<file path="config.mk">
export PLATFORM = sky130hd
export DESIGN_NAME = odmt_cell_fifo
export DESIGN_NICKNAME = d
export VERILOG_FILES = /design/src/rtl/odmt_pkg.sv /design/src/rtl/odmt_cell_fifo.sv
export VERILOG_INCLUDE_DIRS = /design/src /design/src/rtl
export SDC_FILE = /design/constraint.sdc
export NUM_CORES = 1
export LEC_CHECK = 0
export BUFFER_PORTS_ARGS = -buffer_cell sky130_fd_sc_hd__buf_2
export CAP_MARGIN = 20
export CORE_MARGIN = 2
export CORE_UTILIZATION = 25
export DETAILED_ROUTE_END_ITERATION = 8
export RECOVER_POWER = 100
export SETUP_SLACK_MARGIN = 0.1
export SLEW_MARGIN = 0
export SYNTH_ARGS = -nofsm -noshare
export SYNTH_HDL_FRONTEND = slang
export SYNTH_SLANG_ARGS = --single-unit
</file>
<file path="constraint.sdc">
create_clock -name clk -period 2.7 [get_ports clk]
set_input_delay 0.135 -clock clk [delete_from_list [all_inputs] [get_ports clk]]
set_output_delay 0.135 -clock clk [all_outputs]
set_load 0.05 [all_outputs]
</file>
<file path="src/rtl/assert_macros.svh">
// Assertion helpers; every user module has clk and arst_n in scope.
`ifndef ASSERT_MACROS_SVH
`define ASSERT_MACROS_SVH

// Property must hold at every edge outside reset.
`define ODMT_ASSERT(label, prop, msg) \
	label: assert property (@(posedge clk) disable iff (!arst_n) (prop)) else $error(msg);

// Expression must never be true outside reset.
`define ODMT_NEVER(label, expr, msg) \
	label: assert property (@(posedge clk) disable iff (!arst_n) !(expr)) else $error(msg);

`endif

</file>
<file path="src/rtl/odmt_pkg.sv">
package odmt_pkg;

	localparam int FRAME_SIZE_W = 12;
	localparam int DEPTH_W      = 16;
	localparam int BASE_W       = 24;
	localparam int VERTEX_W     = 25;
	localparam int CFG_DATA_W   = 24;
	localparam int CFG_INDEX_W  = 2;

	localparam int MAX_WIDTH_DEF  = 2048;
	localparam int MAX_HEIGHT_DEF = 2048;

	localparam int CELL_FIFO_DEPTH = 4;

	localparam logic [FRAME_SIZE_W-1:0] FRAME_WIDTH_RST  = 12'd960;
	localparam logic [FRAME_SIZE_W-1:0] FRAME_HEIGHT_RST = 12'd540;
	localparam logic [DEPTH_W-1:0]      THRESHOLD_RST    = 16'd150;
	localparam logic [BASE_W-1:0]       VERTEX_BASE_RST  = 24'd0;

	typedef enum logic [CFG_INDEX_W-1:0] {
		REG_FRAME_WIDTH,
		REG_FRAME_HEIGHT,
		REG_DEPTH_THRESHOLD,
		REG_VERTEX_BASE
	} reg_index_t;

endpackage

</file>
<file path="src/rtl/odmt_cell_fifo.sv">
`include "assert_macros.svh"

module odmt_cell_fifo #(
	parameter int DATA_W = 8,
	parameter int DEPTH  = odmt_pkg::CELL_FIFO_DEPTH
) (
	input  logic              clk,
	input  logic              arst_n,
	input  logic              push,
	input  logic [DATA_W-1:0] push_data,
	output logic              full,
	input  logic              pop,
	output logic [DATA_W-1:0] pop_data,
	output logic              empty
);
	localparam int AW = (DEPTH > 1) ? $clog2(DEPTH) : 1;
	localparam int NW = $clog2(DEPTH+1);

	logic [DATA_W-1:0] entries_q [DEPTH];
	logic [AW-1:0]     wr_ptr_q;
	logic [AW-1:0]     rd_ptr_q;
	logic [NW-1:0]     count_q;

	assign full     = (count_q == NW'(DEPTH));
	assign empty    = (count_q == '0);
	assign pop_data = entries_q[rd_ptr_q];

	always_ff @(posedge clk or negedge arst_n) begin
		if (!arst_n) begin
			wr_ptr_q <= '0;
			rd_ptr_q <= '0;
			count_q  <= '0;
		end else begin
			if (push) begin
				wr_ptr_q <= (wr_ptr_q == AW'(DEPTH-1)) ? '0 : wr_ptr_q + AW'(1);
			end
			if (pop) begin
				rd_ptr_q <= (rd_ptr_q == AW'(DEPTH-1)) ? '0 : rd_ptr_q + AW'(1);
			end
			if (push && !pop) begin
				count_q <= count_q + NW'(1);
			end else if (pop && !push) begin
				count_q <= count_q - NW'(1);
			end
		end
	end

	always_ff @(posedge clk) begin
		if (push) begin
			entries_q[wr_ptr_q] <= push_data;
		end
	end

	`ODMT_NEVER(a_no_push_full, push && full, "cell queue overflow")
	`ODMT_NEVER(a_no_pop_empty, pop && empty, "cell queue underflow")

endmodule

</file>
=== Word level (Yosys, flattened, before mapping) ===
Memory sizes are Yosys's and may differ from the RTL's.
Index checks and enable logic that the tools add are counted.

* Register bits: 7
* RAM bits: 32
* Input bits: 12
* Output and inout bits: 10
* Memories kept: 1

* Add/sub/neg operators: 4
* Eq/ne operators: 3
* Muxes and demuxes: 6
* Reduce and logical (&&, ||, !) cells: 6

{| class="wikitable"
|+ Memories
! memory !! depth !! bits a word !! rd ports !! clocked after Yosys merged registers in !! write ports !! line !! RTL
|-
| entries_q || 4 || 8 || 1 || 0 || 1 || odmt_cell_fifo.sv:19 || <nowiki>logic [DATA_W-1:0] entries_q [DEPTH];</nowiki>
|}

{| class="wikitable"
|+ Operator list
! kind !! count
|-
| 3-bit 2-to-1 mux || 2
|-
| 2-bit by 1-bit adder with 2-bit output, second input constant || 2
|-
| 2-bit equality test, second input constant || 2
|-
| 2-bit 2-to-1 mux || 2
|-
| 3-bit by 1-bit adder with 3-bit output, second input constant || 1
|-
| 3-bit equality test, second input constant || 1
|-
| 3-bit zero test || 1
|-
| 3-bit by 1-bit subtractor with 3-bit output, second input constant || 1
|-
| 1-bit logical AND || 2
|-
| 1-bit zero test || 2
|-
| 1-bit 2-to-1 mux || 2
|-
| 2-bit nonzero test || 1
|}

=== Longest topological paths before layout ===
Gate-level depths: netlist (run 1).

* Depth in word-level cells: 4
* Depth in mapped cells: 7
* Gate-level depth less buffers: 7

=== Worst setup path before layout (run 1) ===
OpenSTA, ideal clock, no wires.

* Path type: register to output
* Start: register count_q[0]
* End: output port full
* Data arrival time: 1.581 ns
* Required time: 2.565 ns
* Path slack: 0.984 ns
* Cell stages (with the launch flop): 2
* Path buffers: 0
* Cells stage by stage: dfrtp_1 -> nor3b_1

* Longest elaborated chain between the ends: 1

{| class="wikitable"
|+ RTL lines
! item !! line !! RTL
|-
| from (decl) || odmt_cell_fifo.sv:22 || <nowiki>logic [NW-1:0] count_q;</nowiki>
|-
| from (signal assigned) || odmt_cell_fifo.sv:41 || <nowiki>count_q <= count_q + NW'(1);</nowiki>
|-
| from (signal assigned) || odmt_cell_fifo.sv:43 || <nowiki>count_q <= count_q - NW'(1);</nowiki>
|-
| 3-bit equality test || odmt_cell_fifo.sv:24 || <nowiki>assign full = (count_q == NW'(DEPTH));</nowiki>
|-
| to (decl) || odmt_cell_fifo.sv:11 || <nowiki>output logic full,</nowiki>
|}

Every way passes these cells.

=== Worst setup path after layout (run 1) ===
* Start: register rd_ptr_q[0]
* End: output port pop_data[6]

* Longest elaborated chain between the ends: 1

{| class="wikitable"
|+ RTL lines
! item !! line !! RTL
|-
| from (decl) || odmt_cell_fifo.sv:21 || <nowiki>logic [AW-1:0] rd_ptr_q;</nowiki>
|-
| from (signal assigned) || odmt_cell_fifo.sv:38 || <nowiki>rd_ptr_q <= (rd_ptr_q == AW'(DEPTH-1)) ? '0 : rd_ptr_q + AW'(1);</nowiki>
|-
| memory 4 x 8 bit || -- ||
|-
| to (decl) || odmt_cell_fifo.sv:13 || <nowiki>output logic [DATA_W-1:0] pop_data,</nowiki>
|}

Every way passes these cells.

==> impl_results.md, run 1 <==
- Cell area after synthesis: around 1600 um^2
- Power per cell area: ~1100 nW/um^2
- Synthesis-to-layout area growth: 16.0%
- Vias after detailed routing: 734
- Clock transition at the registers of the reported paths: 0.07 ns
- Ys async rst share: around 18%
- GPL Wtd Cong: 0.624
- Fin Clk Skew: around 0.0028 ns
- Static leakage: 0.622 nW
- I/O pin total: 22
- Slew Limit Fails: 0
- # hold bufs at CTS: 1
- Number of clock sinks: 39
- EDFF count, synth: 32
- Post-DRT Antenna Nets: 0
- Via-to-Cell Ratio: 4.03
- Largest net degree at the start of global routing: 12
- Worst Setup Start Kind: flip-flop
- Ys Warns: 0
- DRC viols: 0
- Hold WS: 0.106 ns
- Kind of critical path: flip-flop to output pin
- GRT Total Usage: between 7 and 8%
- CP max stage delay: 0.72 ns
- Fillcell total: 591
- CTS tree: done
- Most used flip-flop cell after synthesis: edfxtp_1
- Mapped Cells: between 70 and 80
- Worst Hold Class: input port to flip-flop
- Post-synthesis sequential area ratio: 72.5%
- Crit path max-delay family: flip-flops
- CTS root buf: clkbuf_8
- Number of global-route vias before repair: a little over 800
- Final hold vios: 0
- Post-CTS Setup Repair Bufs: 0
- Total power: 1.98 mW
- Global-route wire length before repair: 4050 um
- Seq cells post-synth: 39
- Cell taking the most area after synthesis: edfxtp_1
- Status: complete, no violations
- Max Freq: 491 MHz
- Slowest CP cell: dfrtp_1
- Post-synth top cells: 32 x edfxtp_1, 8 x mux4_2, 7 x dfrtp_1
- Nets@finish: 125
- Layout cells sized above 1: 17.8%
- Worst setup EP type: output pin
- Unrepaired setup endpoints after global routing: false
- Height of the die: 83.2 um
- Ant. Diodes: 0
- Crit Path Max Fanout: 11
- Drt wl/cell: 13.3 um
- HPWL after detailed placement: around 1800 um
- CTS buffer count: 5
- Slew @ Worst Pin: 0.626 ns
- Worst EP required: roughly 2.6 ns
- Syn Area/Cell: 19.8 um^2
- Setup violations, final: 0
- Bufs and invs on worst path: 1
- Post-synth top area share: 61.3%
- Syn_nets: around 100
- Initial antenna violation count: 0
- Post-synthesis cell type count: 18
- CTS-repair resized insts: 0
- Minimum clock period: a little over 2 ns
- Synth area leaders: edfxtp_1 61%, mux4_2 11%, dfrtp_1 11%
- Count leader, synth: edfxtp_1
- Pre-Repair DR Iteration Count: 3
- Initial DRC Count: 23
- Fin crit share: 75.5%
- Clock Latency Late Sink: around 0.28 ns
- Die area: 6920 um^2
- Floorplan core area: approximately 6000 um^2
- Die W: 83.2 um
- CP arrival: 1.90 ns
- Setup_tns: 0 ns
- Slew Limit Headroom: 58.2%
- # rows: 28
- Worst path cell trace: mux4_2 > clkbuf_1
- Peak supply drop: about 420 uV
- H-tree levels: 2
- Max-cap viol count: 0
- GR Overflow Total: 0
- Clk buf depth: 2
- Initial core utilization: between 20% and 30%
- Port Buffers: 21
- Routed WL: 2420 um
## path summary, 6_finish.rpt
check,from,to,slack [ns],cells past startpoint
max reg2reg,wr_ptr_q[0],entries_q[2][0],1.16,3
min in group asynchronous,arst_n,count_q[1],0.28,2
min reg2reg,count_q[2],count_q[2],0.50,1
min,push_data[2],entries_q[3][2],0.11,1
max,rd_ptr_q[0],pop_data[6],0.66,2
max in group asynchronous,arst_n,wr_ptr_q[0],2.13,2
## state kept, by name (all words and copies together) (netlist names)
name,flops
entries_q,32
rd_ptr_q,2
count_q,3
wr_ptr_q,2
## logic make-up after synthesis
logic type,after synthesis,share of synthesized area [%]
buffers and inverters,6,1.99
XOR/XNOR,3,1.68
AO/OA/AOI/OAI,3,1.20
multiplexers,10,12.9
AND/OR/NAND/NOR,11,3.67
flip-flops,39,72.5
adder cells (fa/ha/maj),7,6.07
## cell usage in the layout, fill, tap and decap left out, drive strengths merged
cell type    instances
nor3b                1
and2                 4
inv                  4
xnor2                1
edfxtp              32
fa                   1
nor3                 2
clkinv               1
nor2                 2
buf                  2
mux2                 2
xor2                 2
clkbuf              26
ha                   6
o21ai                2
dfrtp                7
dlygate4sd3          1
nand2                2
a21o                 1
mux4                 8
## per-layer routing
layer  GRT usage (%)  wire (um)  vias to the layer above
li1                -          -                      352
met1            9.79       1130                      358
met2            12.2       1140                       20
met3            2.88        128                        4
met4            2.68         32                        0
met5               0          0                        -
## area by class of cell
cell class / instances / area (um^2) / share of cell area [%]
inverter: 4 / 15.0 / 0.826
tap: 75 / 93.8 / 5.16
sequential: 39 / 1140 / 62.5
multi-input combinational: 34 / 400 / 22.0
timing repair buffer: 22 / 91.3 / 5.02
clock buffer: 7 / 76.3 / 4.20
clock inverter: 1 / 5.00 / 0.275
## report_power, final
| part | total, mW | switching (mW) | internal (mW) |
|---|---|---|---|
| combinational | 0.707 | 0.476 | 0.231 |
| sequential | 0.910 | 0.119 | 0.791 |
| clock | 0.362 | 0.182 | 0.181 |
| total | 1.98 | 0.777 | 1.20 |
## stage by stage
| step | setup slack (ns) | std cells | utilization [%] | instance area [um^2] |
|---|---|---|---|---|
| floorplan | 0.984 | 79 | - | 1570 |
| global placement | 1.00 | 173 | 29.2 | 1750 |
| detailed placement | 0.984 | 173 | 29.2 | 1750 |
| CTS | 0.668 | 182 | 30.7 | 1840 |
| global route | 0.534 | 182 | 30.3 | 1820 |
| finish | 0.662 | 182 | 30.3 | 1820 |
Power figures use the tool's default switching activity.
==> run 2, diff against run 1 <==
Clock period 2.7 ns to 1.9 ns, I/O delays scaled along.
==> run 2 against run 1 <==
Net effect:
- utilization increased by 0.40 points
- worst hold slack got worse by 0.040 ns
- setup slack worse by 0.44 ns
- global-route usage rose by 0.16 points
- cell count rose by 1.1%
- total power up 45%
- die area is the same
- clock power grew 40%
- largest cell class unchanged
- largest power group unchanged
==> impl_results.md, run 2 (synthesized netlist as in run 1, its figures left out) <==
- Largest Register: entries_q
- Core Util, Final: 30.7%
- Clock Latency Late Sink: between 0.2 and 0.3 ns
- HP Start: push_data[0]
- Post-DRT Antenna Nets: 0
- Number of global-route vias before repair: 817
- Height of the die: a little over 80 um
- Fin Clk Skew: around 0.0044 ns
- Vias after detailed routing: 750
- Post-CTS Setup Repair Bufs: 0
- GRT Total Usage: 7.89%
- Kind of critical path: flip-flop to output pin
- CTS tree: done
- CTS root buf: clkbuf_8
- Slew Limit Fails: 0
- CP arrival: 1.59 ns
- Minimum clock period: 1.68 ns
- Peak supply drop: 662 uV
- Commonest non-fill, non-tap cells in the layout: 32 x edfxtp_1, 14 x clkbuf_1, 8 x mux4_2, 8 x clkbuf_2, 7 x dfrtp_1
- Routed WL: around 2500 um
- Placement Cell Area: 1770 um^2
- Unrepaired setup endpoints after global routing: false
- Max-cap viol count: 0
- Nets@finish: about 130
- # rows: 28
- Largest register FFs: 32
- Initial antenna violation count: 0
- Crit path from: rd_ptr_q[0]
- Worst Hold Class: input port to flip-flop
- Setup violations, final: 0
- Worst EP required: 1.80 ns
- Final hold vios: 0
- Status: complete, no violations
- Setup_tns: 0 ns
- Initial core utilization: 26.2%
- Global-route wire length before repair: 4080 um
- Via-to-Cell Ratio: 4.08
- I/O pin total: 22
- Slew @ Worst Pin: 0.650 ns
- CTS buffer count: 5
- Worst setup EP type: output pin
- Static leakage: about 0.65 nW
- HPWL after detailed placement: 1800 um
- Floorplan core area: ~6000 um^2
- Port Buffers: 21
- GR Overflow Total: 0
- DRC viols: 0
- Biggest regs: entries_q: 32 flops, count_q: 3 flops
- Worst Setup Start Kind: flip-flop
- Synthesis-to-layout area growth: 17.5%
- Fin crit share: 88.6%
- H-tree levels: 2
- Pre-Repair DR Iteration Count: 4
- Die area: 6920 um^2
- Die W: approximately 83 um
- Largest net degree at the start of global routing: 12
- Clock transition at the registers of the reported paths: 0.07 ns
- Power per cell area: about 1600 nW/um^2
- Post-route cell area: 1840 um^2
- Drt wl/cell: roughly 13 um
- Clk buf depth: 2
- Max Freq: 594 MHz
- GPL Wtd Cong: 0.670
- Commonest non-fill, non-tap cell in the layout: edfxtp_1
- Layout cells sized above 1: 25.7%
- Crit Path Max Fanout: 6
- Initial DRC Count: 34
- R2R Path Start: wr_ptr_q[0]
- Ant. Diodes: 0
- Slew Limit Headroom: approximately 57%
- Number of clock sinks: 39
[run 2: cell types whose count changed in the layout (fill, tap and decap cells not counted), sizes merged]
cell,before,now
buf,2,4
clkbuf,26,27
clkinv,1,0
[run 2: worst max-delay path: stages, from the launching register on]
cell and delay [ns]:
dfrtp_1 0.35, buf_4 0.17, mux4_2 0.53, clkbuf_2 0.26
[run 2: path summary, 6_finish.rpt]
kind / to / slack, ns / cells past startpoint
max: pop_data[7] / 0.22 / 3
min reg2reg: count_q[2] / 0.51 / 1
min in group asynchronous: wr_ptr_q[0] / 0.23 / 2
max reg2reg: entries_q[2][3] / 0.33 / 3
min: entries_q[2][0] / 0.07 / 1
max in group asynchronous: count_q[2] / 1.39 / 2
[run 2: per-stage QoR]
step	power, mW	hold WS (ns)	std cells	setup slack (ns)
2_1_floorplan	2.14	-0.201	79	0.224
4_1_cts	2.92	0.0177	184	0.222
6_report	2.86	0.0655	184	0.217
5_1_grt	3.04	0.0659	184	0.130
3_5_place_dp	2.41	-0.0630	175	0.453
3_3_place_gp	2.37	-0.0659	175	0.513
[run 2: area by class of cell]
cell class,count,area [um^2]
multi-input combinational,34,400
clock buffer,8,80.1
tap,75,93.8
timing repair buffer,24,116
fill,585,4150
sequential,39,1140
inverter,4,15.0
[run 2: where the power goes]
| group | switching, mW | leakage (nW) | internal (mW) |
|---|---|---|---|
| sequential | 0.130 | 0.377 | 1.13 |
| combinational | 0.726 | 0.236 | 0.376 |
| clock | 0.246 | 0.0395 | 0.260 |
| total | 1.10 | 0.653 | 1.76 |
[run 2: metal layers]
metal  GRT usage, %  routed length, um  vias up
met1           9.83               1080      368
met3           3.08                137        3
met5              0                  0        -
met2           12.5               1220       23
li1               -                  -      356
met4           2.68                 13        0
[run 2: what timing repair did]
item                                   4_1_cts  5_1_grt
gates resized for setup                      0        0
endpoints found under the hold margin        7        0
hold buffers                                 1        0
==> run 3, diff against run 2 <==
Settings changed: CELL_PAD_IN_SITES_DETAIL_PLACEMENT from default to 0, CELL_PAD_IN_SITES_GLOBAL_PLACEMENT from default to 1, PLACE_DENSITY_LB_ADDON from default to 0.1, RECOVER_POWER 100 to 25.
==> run 3 against run 2 <==
Net effect:
- worst hold slack got worse by 0.034 ns
- sequential cell count unchanged
- highest routed layer unchanged
- clock-buffer cell count fell by 3
- clock skew shrank 0.00054 ns
==> impl_results.md, run 3 (synthesized netlist as in run 1, its figures left out) <==
- Setup violations, final: 0
- CTS root buf: clkbuf_8
- Reg2reg path depth: 4
- Routed WL: around 2700 um
- Worst Setup Start Kind: flip-flop
- Synthesis-to-layout area growth: 21.0%
- Largest net degree at the start of global routing: 13
- Largest Register: entries_q
- Static leakage: 0.698 nW
- Worst path cell trace: buf_4 > mux4_2 > buf_2
- Drt wl/cell: 14.3 um
- Initial antenna violation count: 0
- End of the worst register-to-register path: entries_q[0][3]
- Kind of critical path: flip-flop to output pin
- Fin crit share: between 80% and 90%
- Crit path max-delay family: multiplexers
- H-tree levels: 2
- Crit Path Max Fanout: 6
- Die area: 6920 um^2
- Floorplan core area: 5990 um^2
- Ant. Diodes: 0
- Die W: 83.2 um
- Number of global-route vias before repair: 788
- CTS tree: done
- Biggest regs: entries_q: 32 flops, count_q: 3 flops
- Commonest non-fill, non-tap cells in the layout: 32 x edfxtp_1, 15 x buf_2, 8 x mux4_2
- GR Overflow Total: 0
- CP max stage delay: 0.52 ns
- Power per cell area: 1600 nW/um^2
- HPWL after detailed placement: 1910 um
- Clock Latency Late Sink: 0.29 ns
- I/O pin total: 22
- Crit path from: rd_ptr_q[0]
- CP arrival: 1.57 ns
- Layout cells sized above 1: around a third
- Met3 Track Usage GR: 2.88%
- Slew Limit Fails: 0
- # rows: 28
- Slew @ Worst Pin: 0.494 ns
- Commonest non-fill, non-tap cell in the layout: edfxtp_1
- Worst Hold Class: input port to flip-flop
- Post-DRT Antenna Nets: 0
- Worst EP required: 1.80 ns
- Max-cap viol count: 0
- Total power: 3.04 mW
- Reg2reg setup slack: slightly above 0.5 ns
- Setup WS post-layout: 0.233 ns
- Port Buffers: 21
- Vias after detailed routing: 786
- Max Freq: approximately 600 MHz
- Slowest CP cell: mux4_2
- Fillcell total: a little under 600
- CTS buffer count: 5
- Met2 Use GR: 12.7%
- Fin Clk Skew: 0.00391 ns
- Initial core utilization: 26.2%
- Clk buf depth: 2
- Initial DRC Count: 53
- Height of the die: 83.2 um
- Final hold vios: 0
- Pre-Repair DR Iteration Count: 2
- Clock transition at the registers of the reported paths: 0.07 ns
- Minimum clock period: 1.67 ns
- Worst setup EP type: output pin
- Bufs and invs on worst path: 2
- Peak supply drop: 709 uV
- WP depth: 3
- Setup_tns: 0 ns
- Slew Limit Headroom: 67.1%
- Number of clock sinks: 39
- Unrepaired setup endpoints after global routing: false
- Via-to-Cell Ratio: around 4.2
- Gr busiest metal: met2
- Nets@finish: 130
- R2R Path Start: wr_ptr_q[0]
- CP Capture Point: pop_data[3]
- Post-CTS Setup Repair Bufs: 0
- DRC viols: 0
- Largest register FFs: 32
- GRT Total Usage: 8.50%
- Status: complete, no violations
- M1 GR Usage: 10.9%
- GPL Wtd Cong: 0.685
- Global-route wire length before repair: 4330 um
- Placement Setup Slack: 0.479 ns
## run 3: cell count changes in the layout (fill, tap and decap cells not counted), sizes merged
cell      delta
buf         +16
bufinv       +1
clkbuf      -16
clkinvlp     +1
## run 3: worst min path at each step
| stage | start | to | slack [ns] | depth (start not counted) |
|---|---|---|---|---|
| 3_3_place_gp | arst_n | count_q[2] | -0.05 | 1 |
| 3_5_place_dp | arst_n | count_q[0] | -0.05 | 1 |
| 6_report | push_data[7] | entries_q[1][7] | 0.03 | 1 |
| 2_1_floorplan | arst_n | count_q[0] | -0.20 | 0 |
| 4_1_cts | push_data[2] | entries_q[3][2] | 0.01 | 1 |
| 5_1_grt | push_data[0] | entries_q[3][0] | 0.04 | 1 |
## run 3: layer usage
layer	wire length (um)	part of all wire, %	vias to the layer above
met5	0	0	-
met4	58	2.2	0
met3	113	4.2	6
met2	1280	48	16
met1	1220	46	403
li1	-	-	361
## run 3: per-stage QoR
step	std cells	hold WS [ns]	util (%)	area [um^2]
floorplan	79	-0.201	-	1570
global placement	178	-0.0549	29.8	1790
detailed placement	178	-0.0548	29.8	1790
CTS	186	0.0146	31.8	1900
global route	186	0.0377	31.7	1900
finish	186	0.0319	31.7	1900
## run 3: final cells by class
type | count | area, um^2 | area share (%)
Sequential cell | 39 | 1140 | 59.9
Timing Repair Buffer | 27 | 145 | 7.65
Inverter | 4 | 15.0 | 0.792
Tap cell | 75 | 93.8 | 4.95
Clock buffer | 5 | 68.8 | 3.63
Multi-Input combinational cell | 34 | 400 | 21.1
Clock inverter | 2 | 37.5 | 1.98
## run 3: timing repair
item,CTS,global route
hold buffers,1,0
hold endpoints to repair,7,0
resized for setup,0,0
## run 3: power breakdown
| part | switching [mW] | total, mW | internal [mW] | leakage, nW |
|---|---|---|---|---|
| clock network | 0.275 | 0.658 | 0.383 | 0.0502 |
| logic | 0.722 | 1.13 | 0.405 | 0.270 |
| registers | 0.129 | 1.25 | 1.12 | 0.377 |
