File: config.mk
export PLATFORM = sky130hd
export DESIGN_NAME = odmt_back_flat
export DESIGN_NICKNAME = d
export VERILOG_FILES = /design/src/rtl/odmt_pkg.sv /design/src/rtl/odmt_tri_if.sv /design/src/rtl/odmt_back.sv /design/src/flat_wrapper.sv
export VERILOG_INCLUDE_DIRS = /design/src /design/src/rtl
export SDC_FILE = /design/constraint.sdc
export NUM_CORES = 1
export LEC_CHECK = 0
export ABC_AREA = 0
export BUFFER_PORTS_ARGS = -buffer_cell sky130_fd_sc_hd__buf_2
export CAP_MARGIN = 15
export CORE_ASPECT_RATIO = 0.6
export CORE_MARGIN = 4
export CORE_UTILIZATION = 41
export CTS_CLUSTER_SIZE = 14
export DETAILED_ROUTE_END_ITERATION = 7
export REMOVE_ABC_BUFFERS = 1
export SLEW_MARGIN = 20
export SYNTH_ARGS = -nofsm -noshare
export SYNTH_HDL_FRONTEND = slang
export SYNTH_SLANG_ARGS = --single-unit
File: constraint.sdc
create_clock -name clk -period 7.95 [get_ports clk]
set_clock_uncertainty 0.05 [all_clocks]
set_input_delay 0.795 -clock clk [delete_from_list [all_inputs] [get_ports clk]]
set_output_delay 0.795 -clock clk [all_outputs]
set_load 0.01 [all_outputs]
File: src/rtl/assert_macros.svh
// Assertion helpers; every user module has clk and arst_n in scope.
`ifndef ASSERT_MACROS_SVH
`define ASSERT_MACROS_SVH

// Property must hold at every edge outside reset.
`define ODMT_ASSERT(label, prop, msg) \
	label: assert property (@(posedge clk) disable iff (!arst_n) (prop)) else $error(msg);

// Expression must never be true outside reset.
`define ODMT_NEVER(label, expr, msg) \
	label: assert property (@(posedge clk) disable iff (!arst_n) !(expr)) else $error(msg);

`endif

File: src/rtl/odmt_pkg.sv
package odmt_pkg;

	localparam int FRAME_SIZE_W = 12;
	localparam int DEPTH_W      = 16;
	localparam int BASE_W       = 24;
	localparam int VERTEX_W     = 25;
	localparam int CFG_DATA_W   = 24;
	localparam int CFG_INDEX_W  = 2;

	localparam int MAX_WIDTH_DEF  = 2048;
	localparam int MAX_HEIGHT_DEF = 2048;

	localparam int CELL_FIFO_DEPTH = 4;

	localparam logic [FRAME_SIZE_W-1:0] FRAME_WIDTH_RST  = 12'd960;
	localparam logic [FRAME_SIZE_W-1:0] FRAME_HEIGHT_RST = 12'd540;
	localparam logic [DEPTH_W-1:0]      THRESHOLD_RST    = 16'd150;
	localparam logic [BASE_W-1:0]       VERTEX_BASE_RST  = 24'd0;

	typedef enum logic [CFG_INDEX_W-1:0] {
		REG_FRAME_WIDTH,
		REG_FRAME_HEIGHT,
		REG_DEPTH_THRESHOLD,
		REG_VERTEX_BASE
	} reg_index_t;

endpackage

File: src/rtl/odmt_tri_if.sv
interface odmt_tri_if;
	logic                           valid;
	logic                           ready;
	logic [odmt_pkg::VERTEX_W-1:0]  vertex_first;
	logic [odmt_pkg::VERTEX_W-1:0]  vertex_second;
	logic [odmt_pkg::VERTEX_W-1:0]  vertex_third;
	logic                           lower_right;
	logic                           last;

	modport source (output valid, output vertex_first, output vertex_second,
		output vertex_third, output lower_right, output last, input ready);
	modport sink (input valid, input vertex_first, input vertex_second,
		input vertex_third, input lower_right, input last, output ready);
endinterface

File: src/rtl/odmt_back.sv
`include "assert_macros.svh"

module odmt_back #(
	parameter int MAX_WIDTH  = odmt_pkg::MAX_WIDTH_DEF,
	parameter int MAX_HEIGHT = odmt_pkg::MAX_HEIGHT_DEF
) (
	input  logic                                     clk,
	input  logic                                     arst_n,
	input  logic [$clog2(MAX_WIDTH+1)-1:0]           frame_width,
	input  logic [odmt_pkg::BASE_W-1:0]              vertex_base,
	output logic                                     cell_pop,
	input  logic [$clog2(MAX_WIDTH)+$clog2(MAX_HEIGHT)+1:0] cell_data,
	input  logic                                     cell_empty,
	odmt_tri_if.source                               triangles
);
	localparam int CW = $clog2(MAX_WIDTH);
	localparam int RW = $clog2(MAX_HEIGHT);
	localparam int SW = $clog2(MAX_WIDTH+1);
	localparam int PW = RW + SW;
	localparam int VW = odmt_pkg::VERTEX_W;

	logic [CW-1:0] i_in;
	logic [RW-1:0] j_in;
	logic          ul_in, lr_in;
	logic [PW-1:0] prod;

	logic          valid_s2;
	logic          pend_ul_s2;
	logic          pend_lr_s2;
	logic [CW-1:0] i_s2;
	logic [VW-1:0] rowoff_s2;

	logic          out_valid_q;
	logic [VW-1:0] first_q, second_q, third_q;
	logic          lower_right_q, last_q;

	logic [VW-1:0] v_ij, v_i1j, v_ij1, v_i1j1;
	logic          can_load, emit, final_beat, s2_free;

	assign {i_in, j_in, ul_in, lr_in} = cell_data;
	assign prod = PW'(j_in) * PW'(frame_width);

	assign v_ij   = VW'(vertex_base) + rowoff_s2 + VW'(i_s2);
	assign v_i1j  = v_ij + VW'(1);
	assign v_ij1  = v_ij + VW'(frame_width);
	assign v_i1j1 = v_ij1 + VW'(1);

	assign can_load   = !out_valid_q || triangles.ready;
	assign emit       = valid_s2 && can_load;
	assign final_beat = emit && (!pend_ul_s2 || !pend_lr_s2);
	assign s2_free    = !valid_s2 || final_beat;
	assign cell_pop   = s2_free && !cell_empty;

	always_ff @(posedge clk or negedge arst_n) begin
		if (!arst_n) begin
			valid_s2    <= 1'b0;
			pend_ul_s2  <= 1'b0;
			pend_lr_s2  <= 1'b0;
			out_valid_q <= 1'b0;
		end else begin
			if (cell_pop) begin
				valid_s2   <= 1'b1;
				pend_ul_s2 <= ul_in;
				pend_lr_s2 <= lr_in;
			end else begin
				if (final_beat) begin
					valid_s2 <= 1'b0;
				end
				if (emit && pend_ul_s2) begin
					pend_ul_s2 <= 1'b0;
				end
			end
			if (emit) begin
				out_valid_q <= 1'b1;
			end else if (triangles.ready) begin
				out_valid_q <= 1'b0;
			end
		end
	end

	always_ff @(posedge clk) begin
		if (cell_pop) begin
			i_s2      <= i_in;
			rowoff_s2 <= VW'(prod);
		end
		if (emit) begin
			if (pend_ul_s2) begin
				// upper-left: right, self, below
				first_q       <= v_i1j;
				second_q      <= v_ij;
				third_q       <= v_ij1;
				lower_right_q <= 1'b0;
				last_q        <= !pend_lr_s2;
			end else begin
				// lower-right: below, diagonal, right
				first_q       <= v_ij1;
				second_q      <= v_i1j1;
				third_q       <= v_i1j;
				lower_right_q <= 1'b1;
				last_q        <= 1'b1;
			end
		end
	end

	assign triangles.valid         = out_valid_q;
	assign triangles.vertex_first  = first_q;
	assign triangles.vertex_second = second_q;
	assign triangles.vertex_third  = third_q;
	assign triangles.lower_right   = lower_right_q;
	assign triangles.last          = last_q;

	`ODMT_ASSERT(a_cell_has_work, valid_s2 |-> (pend_ul_s2 || pend_lr_s2), "empty cell held")
	`ODMT_ASSERT(a_pair_order, triangles.valid && triangles.ready && !triangles.last |=> triangles.valid && triangles.lower_right, "lower-right beat missing after first of pair")

endmodule
File: src/flat_wrapper.sv
// flat-port wrapper written by rule: the top's interface ports become plain ports
module odmt_back_flat 
#(
	parameter int MAX_WIDTH  = odmt_pkg::MAX_WIDTH_DEF,
	parameter int MAX_HEIGHT = odmt_pkg::MAX_HEIGHT_DEF
)
  (clk, arst_n, frame_width, vertex_base, cell_pop, cell_data, cell_empty, triangles_valid, triangles_vertex_first, triangles_vertex_second, triangles_vertex_third, triangles_lower_right, triangles_last, triangles_ready);
  odmt_tri_if triangles_i ();
  input  logic clk;
  input  logic arst_n;
  input  logic [$clog2(MAX_WIDTH+1)-1:0] frame_width;
  input  logic [odmt_pkg::BASE_W-1:0] vertex_base;
  output logic cell_pop;
  input  logic [$clog2(MAX_WIDTH)+$clog2(MAX_HEIGHT)+1:0] cell_data;
  input  logic cell_empty;
  output wire logic [$bits(triangles_i.valid)-1:0] triangles_valid;
  output wire logic [$bits(triangles_i.vertex_first)-1:0] triangles_vertex_first;
  output wire logic [$bits(triangles_i.vertex_second)-1:0] triangles_vertex_second;
  output wire logic [$bits(triangles_i.vertex_third)-1:0] triangles_vertex_third;
  output wire logic [$bits(triangles_i.lower_right)-1:0] triangles_lower_right;
  output wire logic [$bits(triangles_i.last)-1:0] triangles_last;
  input wire logic [$bits(triangles_i.ready)-1:0] triangles_ready;
  assign triangles_valid = triangles_i.valid;
  assign triangles_vertex_first = triangles_i.vertex_first;
  assign triangles_vertex_second = triangles_i.vertex_second;
  assign triangles_vertex_third = triangles_i.vertex_third;
  assign triangles_lower_right = triangles_i.lower_right;
  assign triangles_last = triangles_i.last;
  assign triangles_i.ready = triangles_ready;
  odmt_back #(.MAX_WIDTH(MAX_WIDTH), .MAX_HEIGHT(MAX_HEIGHT)) u_core (.clk(clk), .arst_n(arst_n), .frame_width(frame_width), .vertex_base(vertex_base), .cell_pop(cell_pop), .cell_data(cell_data), .cell_empty(cell_empty), .triangles(triangles_i));
endmodule
After elaboration in Yosys (flattened, before gate mapping)
Cells that the tools add are included. W data, S select, Z words.

Output and inout bits: 79. Register bits after elaboration: 115. Bits of input ports: 64.

Multipliers: 1. Reductions and logical operators: 15. Muxes and demuxes: 10. Add/subtract/negate cells: 5.

Operators by type and width (number): $mux W25 (3); $add A25 B1 Y25 const B (2); $add A24 B23 Y25 (1); $add A25 B11 Y25 (1); $add A25 B12 Y25 (1); $mul A11 B12 Y23 (1); $mux W1 (7); $reduce_bool A2 Y1 (3); $logic_not A1 Y1 (5); $logic_and A1 B1 Y1 (4); $logic_or A1 B1 Y1 (3).

Logic depth before layout (Yosys ltp)
Gate-level depths: netlist (run 1).

Word-level depth: 7. Mapped depth: 23. Depth with buffers taken out: 22.

Worst setup path before layout (run 1)
Ideal clock, no wire load.

Path type: input-to-reg. Start point: input vertex_base[1] (netlist name). End point: register u_core.second_q[22] (netlist: u_core.triangles.vertex_second[22]) (data pin). Arrival time: 5651 ps. Path buffers: 0. Library setup time: 135 ps. Setup slack: 2114 ps. Stages: 20. Path through: inv_1 -> fa_1 -> inv_1 -> ha_1 -> fa_1 -> a211oi_2 -> o211ai_2 -> a31oi_1 -> xnor2_1 -> ha_1 -> inv_1 -> nor4b_2 -> a221o_1 -> nand3_1 -> and3b_1 -> nand2b_1 -> or3_1 -> a2111o_1 -> or4_1 -> nand3_1.

Cells in the longest elaborated chain, start to end: 5.

Ends and longest elaborated chain: start: declaration (line flat_wrapper.sv:12) `input logic [odmt_pkg::BASE_W-1:0] vertex_base;`; $add A24 B23 Y25 * (line odmt_back.sv:43) `assign v_ij = VW'(vertex_base) + rowoff_s2 + VW'(i_s2);`; $add A25 B11 Y25 * (line odmt_back.sv:43); $add A25 B12 Y25 (line odmt_back.sv:45) `assign v_ij1 = v_ij + VW'(frame_width);`; $add A25 B1 Y25 (line odmt_back.sv:46) `assign v_i1j1 = v_ij1 + VW'(1);`; $mux W25 * (line odmt_back.sv:87) `if (pend_ul_s2) begin`; end signal: assignment (line odmt_back.sv:90) `second_q <= v_ij;`; end signal: assignment (line odmt_back.sv:97) `second_q <= v_i1j1;`; end: declaration (line odmt_back.sv:34) `logic [VW-1:0] first_q, second_q, third_q;`.

Mark *: on every way between the ends. The rest lies on a longest branch, timed or not. A chain may end at the register's enable or synchronous reset.

Final worst setup path (run 1)
Start point: input vertex_base[1] (netlist name). End point: register u_core.second_q[24] (netlist: u_core.triangles.vertex_second[24]) (data pin).

Same word-level chain as after synthesis.

==> results of run 1 <==
[cell families (layout without fill, tap and decap cells)]
kind of cell | Yosys count | after routing | synth area share [%]
buffers and inverters | 182 | 314 | 6.12
AO/OA/AOI/OAI | 199 | 199 | 11.1
adder cells (fa/ha/maj) | 213 | 213 | 28.5
other | 0 | 1 | 0
multiplexers | 16 | 16 | 1.39
flip-flops | 115 | 115 | 28.5
XOR/XNOR | 101 | 101 | 7.34
AND/OR/NAND/NOR | 405 | 405 | 17.0
[synth_stat cells, types with 13 or more instances]
| library cell | n |
|---|---|
| nand2_1 | 140 |
| a21o_1 | 17 |
| nor2_1 | 60 |
| fa_1 | 102 |
| o21ai_0 | 43 |
| inv_1 | 135 |
| xor2_1 | 32 |
| edfxtp_1 | 111 |
| clkbuf_1 | 35 |
| nor4_1 | 13 |
| or3_1 | 15 |
| a21oi_1 | 55 |
| ha_1 | 111 |
| xnor2_1 | 69 |
| nand3_1 | 29 |
| and2_1 | 69 |
[worst max-delay path: cells and delay by family]
family	cells	cell delay, ns
AND/OR/NAND/NOR	4	1.95
adder cells (fa/ha/maj)	4	1.64
AO/OA/AOI/OAI	6	1.41
XOR/XNOR	3	0.61
buffers and inverters	3	0.15
[cell usage in the layout (no fill, tap or decap), drive strengths merged, types with 6 or more instances in the layout]
master / n
and2: 70
inv: 137
ha: 111
xor2: 32
a211o: 6
clkbuf: 18
o31a: 6
nand2: 140
edfxtp: 111
mux2: 6
mux2i: 10
a21oi: 56
nand4: 6
o21ai: 44
a211oi: 7
fa: 102
a21o: 18
o211ai: 9
clkinvlp: 6
xnor2: 69
nand2b: 12
buf: 148
o31ai: 10
or2: 7
nor2b: 6
or3: 15
nor3: 12
and3: 13
nor4: 14
nor2: 60
nand3: 29
o21a: 9
[metal layers]
layer | global-route usage (%) | part of all wire, % | vias up
li1 | - | - | 4473
met1 | 29.3 | 51 | 4423
met2 | 27.1 | 42 | 274
met3 | 4.04 | 7.2 | 15
met4 | 3.20 | 0.69 | 0
met5 | 0 | 0 | -
[path summary, 6_finish.rpt]
| path | from | to | slack [ns] | cells past startpoint |
|---|---|---|---|---|
| worst max-delay path | vertex_base[1] | u_core.triangles.vertex_second[24] | 1.49 | 20 |
| worst min-delay path | arst_n | u_core.pend_lr_s2 | 0.11 | 1 |
| worst max register to register | u_core.rowoff_s2[1] | u_core.triangles.vertex_second[24] | 1.61 | 19 |
| worst min register to register | u_core.pend_lr_s2 | u_core.pend_lr_s2 | 0.46 | 1 |
| max in group asynchronous | arst_n | u_core.pend_ul_s2 | 7.61 | 1 |
| min in group clk | u_core.pend_lr_s2 | u_core.pend_lr_s2 | 0.46 | 1 |
[area by class of cell]
type,instances,area (um^2)
Antenna cell,1,2.50
Clock buffer,18,429
Tap cell,375,469
Multi-Input combinational cell,934,7890
Clock inverter,13,88.8
Sequential cell,115,3430
Inverter,135,507
Timing Repair Buffer,148,756
Fill cell,2704,15300
[per-stage QoR]
stage / instances / worst slack (ns)
floorplan: 1184 / 2.09
global placement: 1707 / 1.25
detailed placement: 1707 / 1.20
CTS: 1738 / 1.65
global route: 1738 / 1.21
finish: 1739 / 1.49
[sequential cells by signal, indices dropped and copies added (netlist names)]
signal / count
u_core.triangles.vertex_third: 25
u_core.triangles.last: 1
u_core.triangles.valid: 1
u_core.valid_s2: 1
u_core.triangles.vertex_first: 25
u_core.triangles.lower_right: 1
u_core.triangles.vertex_second: 25
u_core.pend_lr_s2: 1
u_core.rowoff_s2: 23
u_core.pend_ul_s2: 1
u_core.i_s2: 11
==> out/qor.yml, run 1 <==
grt_use_total_pct: 18.8
io_buffers: 142
yosysTopAreaCell: "edfxtp_1"
clkLatencyLatePin_ns: 0.42
synth_edf_count: 111
hold_viol: 0
antenna_found_initial: 1
vias_per_cell: 5.28
hold_buffers: 0
coreArea_um2: 28800
post-route-min-period_ns: 6.46
holdCritPathClass: "in -> async"
cp_slowest_cell: "nor4_1"
grt_pass1_wl_um: 48600
crit_arrival_ns: 6.58
cts-root-buf: "clkbuf_16"
fin_crit_sh_pct: 81.3
drtIter0Drc: 772
core.rowCount: 48
cts_setup_buffers: 0
netlist-cell-type-count: 80
chipWidth_um: 229
die_h_um: 141
cts_buffers: 17
synth-seq-cells: 115
routed_wl_um: 30300
netlist_instances: 1231
relSlewSlack_pct: 31.1
whs_ns: 0.113
cpPeakStageDelay_ns: 0.79
grt.overflow.total: 0
worstMarginPinSlew_ns: 1.03
yosysSeqAreaShare_pct: 28.5
initial_core_util_pct: 41.8
ant_nets: 0
synthTopCellsByArea: "edfxtp_1, fa_1, ha_1"
gp_congestion: 0.909
start_kind: "input port"
maxCapViolations: 0
crit_required_ns: 8.07
yosysWarnings: 0
final_cell_area_um2: 13600
design.portCount: 143
final_max_slew_viol_count: 0
path_cells: "buf_2 -> inv_1 -> fa_1 -> inv_1 -> ha_1 -> fa_1 -> a21o_2 -> a21oi_1 -> xnor2_1 -> ha_1 -> nor2_1 -> o211ai_1 -> o21ai_0 -> xor2_1 -> nor4_1 -> nand4b_1 -> nor4_1 -> o21ai_0 -> o31ai_1 -> xnor2_1"
max_freq_mhz: 155
hpwl_um: 24100
nNetsFinal: 1628
grt_max_degree: 79
ys_async_sr_fraction_pct: 3.48
worstSetupEndpointType: "register"
synth.avg_cell_area_um2: 9.79
clockBufferDepth: 2
drive_gt1_share_pct: 15.1
cp_max_fo: 7
synth_top_area_share_pct: 27.7
htreeDepth: 4
setup_viol: 0
ys.flop_type: "edfxtp_1"
place_area_um2: 13100
rsz0062_at_grt: "no"
area_delta_synth_final_pct: 12.7
syn_area_um2: 12000
clock-sinks: 115
fin_setup_tns_ns: 0
cts_tree: "done"
die_area_um2: 32300
num_vias: 9185
status: "finished, final reports clean"
criticalPathCategory: "in -> reg"
post_drt_wl_per_cell_um: 17.4
grt_pass1_vias: 8821
cts_resized: 0
cts.clk_slew.worst_paths_ns: 0.06
drtPass1Iterations: 5
fin_util_pct: 47.1
drcViolationCount: 0
Power of run 1 is left out: the tool's default activity adds up to more than one toggle a clock period on the data nets, which glitch-free logic cannot reach.
==> run 2: changes to the inputs <==
==> constraint.sdc (replaced) <==
create_clock -name clk -period 5.2 [get_ports clk]
set_clock_uncertainty 0.05 [all_clocks]
set_input_delay 0.52 -clock clk [delete_from_list [all_inputs] [get_ports clk]]
set_output_delay 0.52 -clock clk [all_outputs]
set_load 0.01 [all_outputs]
==> run 2 against run 1 <==
The run now ends with negative setup slack left. Clock-buffer cell count grew 1. Global-route usage grew 0.47 points. Die area is the same. Final area grew 15%. Via count grew 8.5%. Critical path depth grew 2. First-iteration DRC count shrank 18%. Non-clock buffer count grew 201. Register-to-register slack lost 1.8 ns. Sequential share of layout area shrank 3.3 points.
==> out/qor.yml, run 2 (same netlist as run 1, synthesis figures left out) <==
worstMarginPinSlew_ns: 1.18  # +0.144 ns
design.portCount: 143  # unchanged
die_h_um: 141  # unchanged
final_common_cell: "buf_4"
hold_viol: 0  # unchanged
grt_pass1_wl_um: 50300  # +3.5%
relSlewSlack_pct: 20.8  # -10 points
nNetsFinal: 1829  # +12%
final_cell_mix: "buf_4, nand2_1, buf_2"
worst_slack_ns: -0.223  # -1.71 ns
cts_buffers: 17  # unchanged
rr_startpoint: "u_core.i_s2[2]"
cts.clk_slew.worst_paths_ns: 0.06  # about the same
post_drt_wl_per_cell_um: 16.2  # -6.9%
reg2reg_depth: 22  # +3
crit_arrival_ns: 5.54  # -1.04 ns
multi_input_area_um2: 8300  # +5.2%
whs_path_depth: 1
grt_pass1_vias: 9610  # +8.9%
regArea_um2: 3430  # unchanged
core.rowCount: 48  # unchanged
antenna_cells: 0  # -1
failed_checks: "negative setup slack"
drcViolationCount: 0  # unchanged
max_freq_mhz: 184
hpwl_um: 25500  # +5.6%
start_kind: "register"
antenna_found_initial: 0  # -1
clkLatencyLatePin_ns: 0.43  # about the same
ant_nets: 0  # unchanged
chipWidth_um: 229  # unchanged
initial_core_util_pct: 41.8  # unchanged
final_max_slew_viol_count: 0  # unchanged
routed_wl_um: 31500  # +3.9%
criticalPathCategory: "reg -> reg"
status: "finished with violations"
die_area_um2: 32300  # unchanged
area_delta_synth_final_pct: 29.9
num_vias: 9966  # +8.5%
setup_viol: 4  # +4
fin_util_pct: 54.3  # +7.2 points
htreeDepth: 4  # unchanged
grt.overflow.total: 0  # unchanged
drtIter0Drc: 631  # -18%
drive_gt1_share_pct: 29.5  # +14 points
r2r_setup_slack_ns: -0.22  # -1.83 ns
grt_use_total_pct: 19.3  # +0.47 points
hold_end: "u_core.i_s2[3]"
io_buffers: 142  # unchanged
cts_tree: "done"
worstSetupEndpointType: "register"
coreArea_um2: 28800  # unchanged
grt_max_degree: 73  # -7.6%
r2r-end: "u_core.triangles.vertex_second[24]"
filler_cell_count: 2599  # -3.9%
post-route-min-period_ns: 5.42
maxCapViolations: 0  # unchanged
drtPass1Iterations: 5  # unchanged
cp_max_fo: 7  # unchanged
holdCritPathClass: "in -> reg"
hp-start: "cell_data[16]"
vias_per_cell: 5.14  # -2.7%
crit_required_ns: 5.32  # -2.75 ns
gp_congestion: 0.886  # -2.6%
fin_crit_sh_pct: 104
clockBufferDepth: 2  # unchanged
rsz0062_at_grt: "yes"
clock-sinks: 115  # unchanged
cts-root-buf: "clkbuf_16"
[run 2: cell count changes in the layout (fill, tap and decap cells not counted), sizes merged]
cell         before  now
buf             148  341
clkinvlp          6    3
dlygate4sd3       0    1
diode             1    0
bufinv            0    4
inv             137  136
clkbuf           18   26
[run 2: worst max path at each step]
stage | startpoint | end | slack (ns)
3_3_place_gp | vertex_base[1] | u_core.triangles.vertex_second[24] | -0.44
6_report | u_core.i_s2[2] | u_core.triangles.vertex_second[24] | -0.22
3_5_place_dp | vertex_base[1] | u_core.triangles.vertex_second[21] | -0.57
5_1_grt | u_core.i_s2[1] | u_core.triangles.vertex_second[24] | -0.42
4_1_cts | u_core.i_s2[2] | u_core.triangles.vertex_second[21] | -0.01
2_1_floorplan | vertex_base[1] | u_core.triangles.vertex_second[22] | -0.38
[run 2: metrics by stage]
stage                     hold slack (ns)  cells  setup slack, ns  setup TNS (ns)  area (um^2)
after CTS                           0.192   1931          -0.0141         -0.0290        15200
final                               0.210   1940           -0.223          -0.714        15600
after global placement              0.278   1884           -0.435           -4.72        14400
after global routing                0.188   1940           -0.419           -2.38        15600
after floorplan                     0.174   1184           -0.383           -1.52        11800
after detailed placement            0.280   1884           -0.570           -6.12        14400
[run 2: metal layers]
layer	vias up	track usage (%)	part of all wire, %	wire, um
met5	-	0	0	0
met4	0	4.48	1.7	523
met3	32	4.75	6.5	2060
met2	280	27.6	42	13300
met1	4787	29.3	49	15600
li1	4867	-	-	-
[run 2: final cells by class]
cell class | instances | area share (%)
multi-input combinational | 934 | 53.1
sequential | 115 | 22.0
timing repair buffer | 349 | 14.8
inverter | 135 | 3.24
tap | 375 | 3.00
clock buffer | 19 | 2.77
clock inverter | 13 | 1.17
[run 2: what timing repair did]
| item | CTS | global route |
|---|---|---|
| pin swaps | 28 | 47 |
| setup buffers | 14 | 14 |
| endpoints found under the setup margin | 7 | 19 |
| hold endpoints to repair | 4 | 0 |
| hold buffers | 1 | 0 |
| resized for setup | 22 | 76 |
[run 2: worst max-delay path: stages (launching register included)]
cell and delay [ns]:
edfxtp_1 0.40, fa_2 0.52, buf_6 0.14, fa_2 0.42, a211oi_4 0.29, o211ai_2 0.15
buf_4 0.16, nand2_2 0.08, xnor2_2 0.14, ha_1 0.33, a21oi_1 0.17, nor2_1 0.06
a211o_1 0.27, a21oi_1 0.17, nand2_1 0.15, buf_6 0.17, nand4b_1 0.17, a21oi_1 0.21
o21ai_1 0.15, a2111o_1 0.45, buf_4 0.18, o31ai_2 0.21, xnor2_1 0.12
Power of run 2 is left out for the same reason.
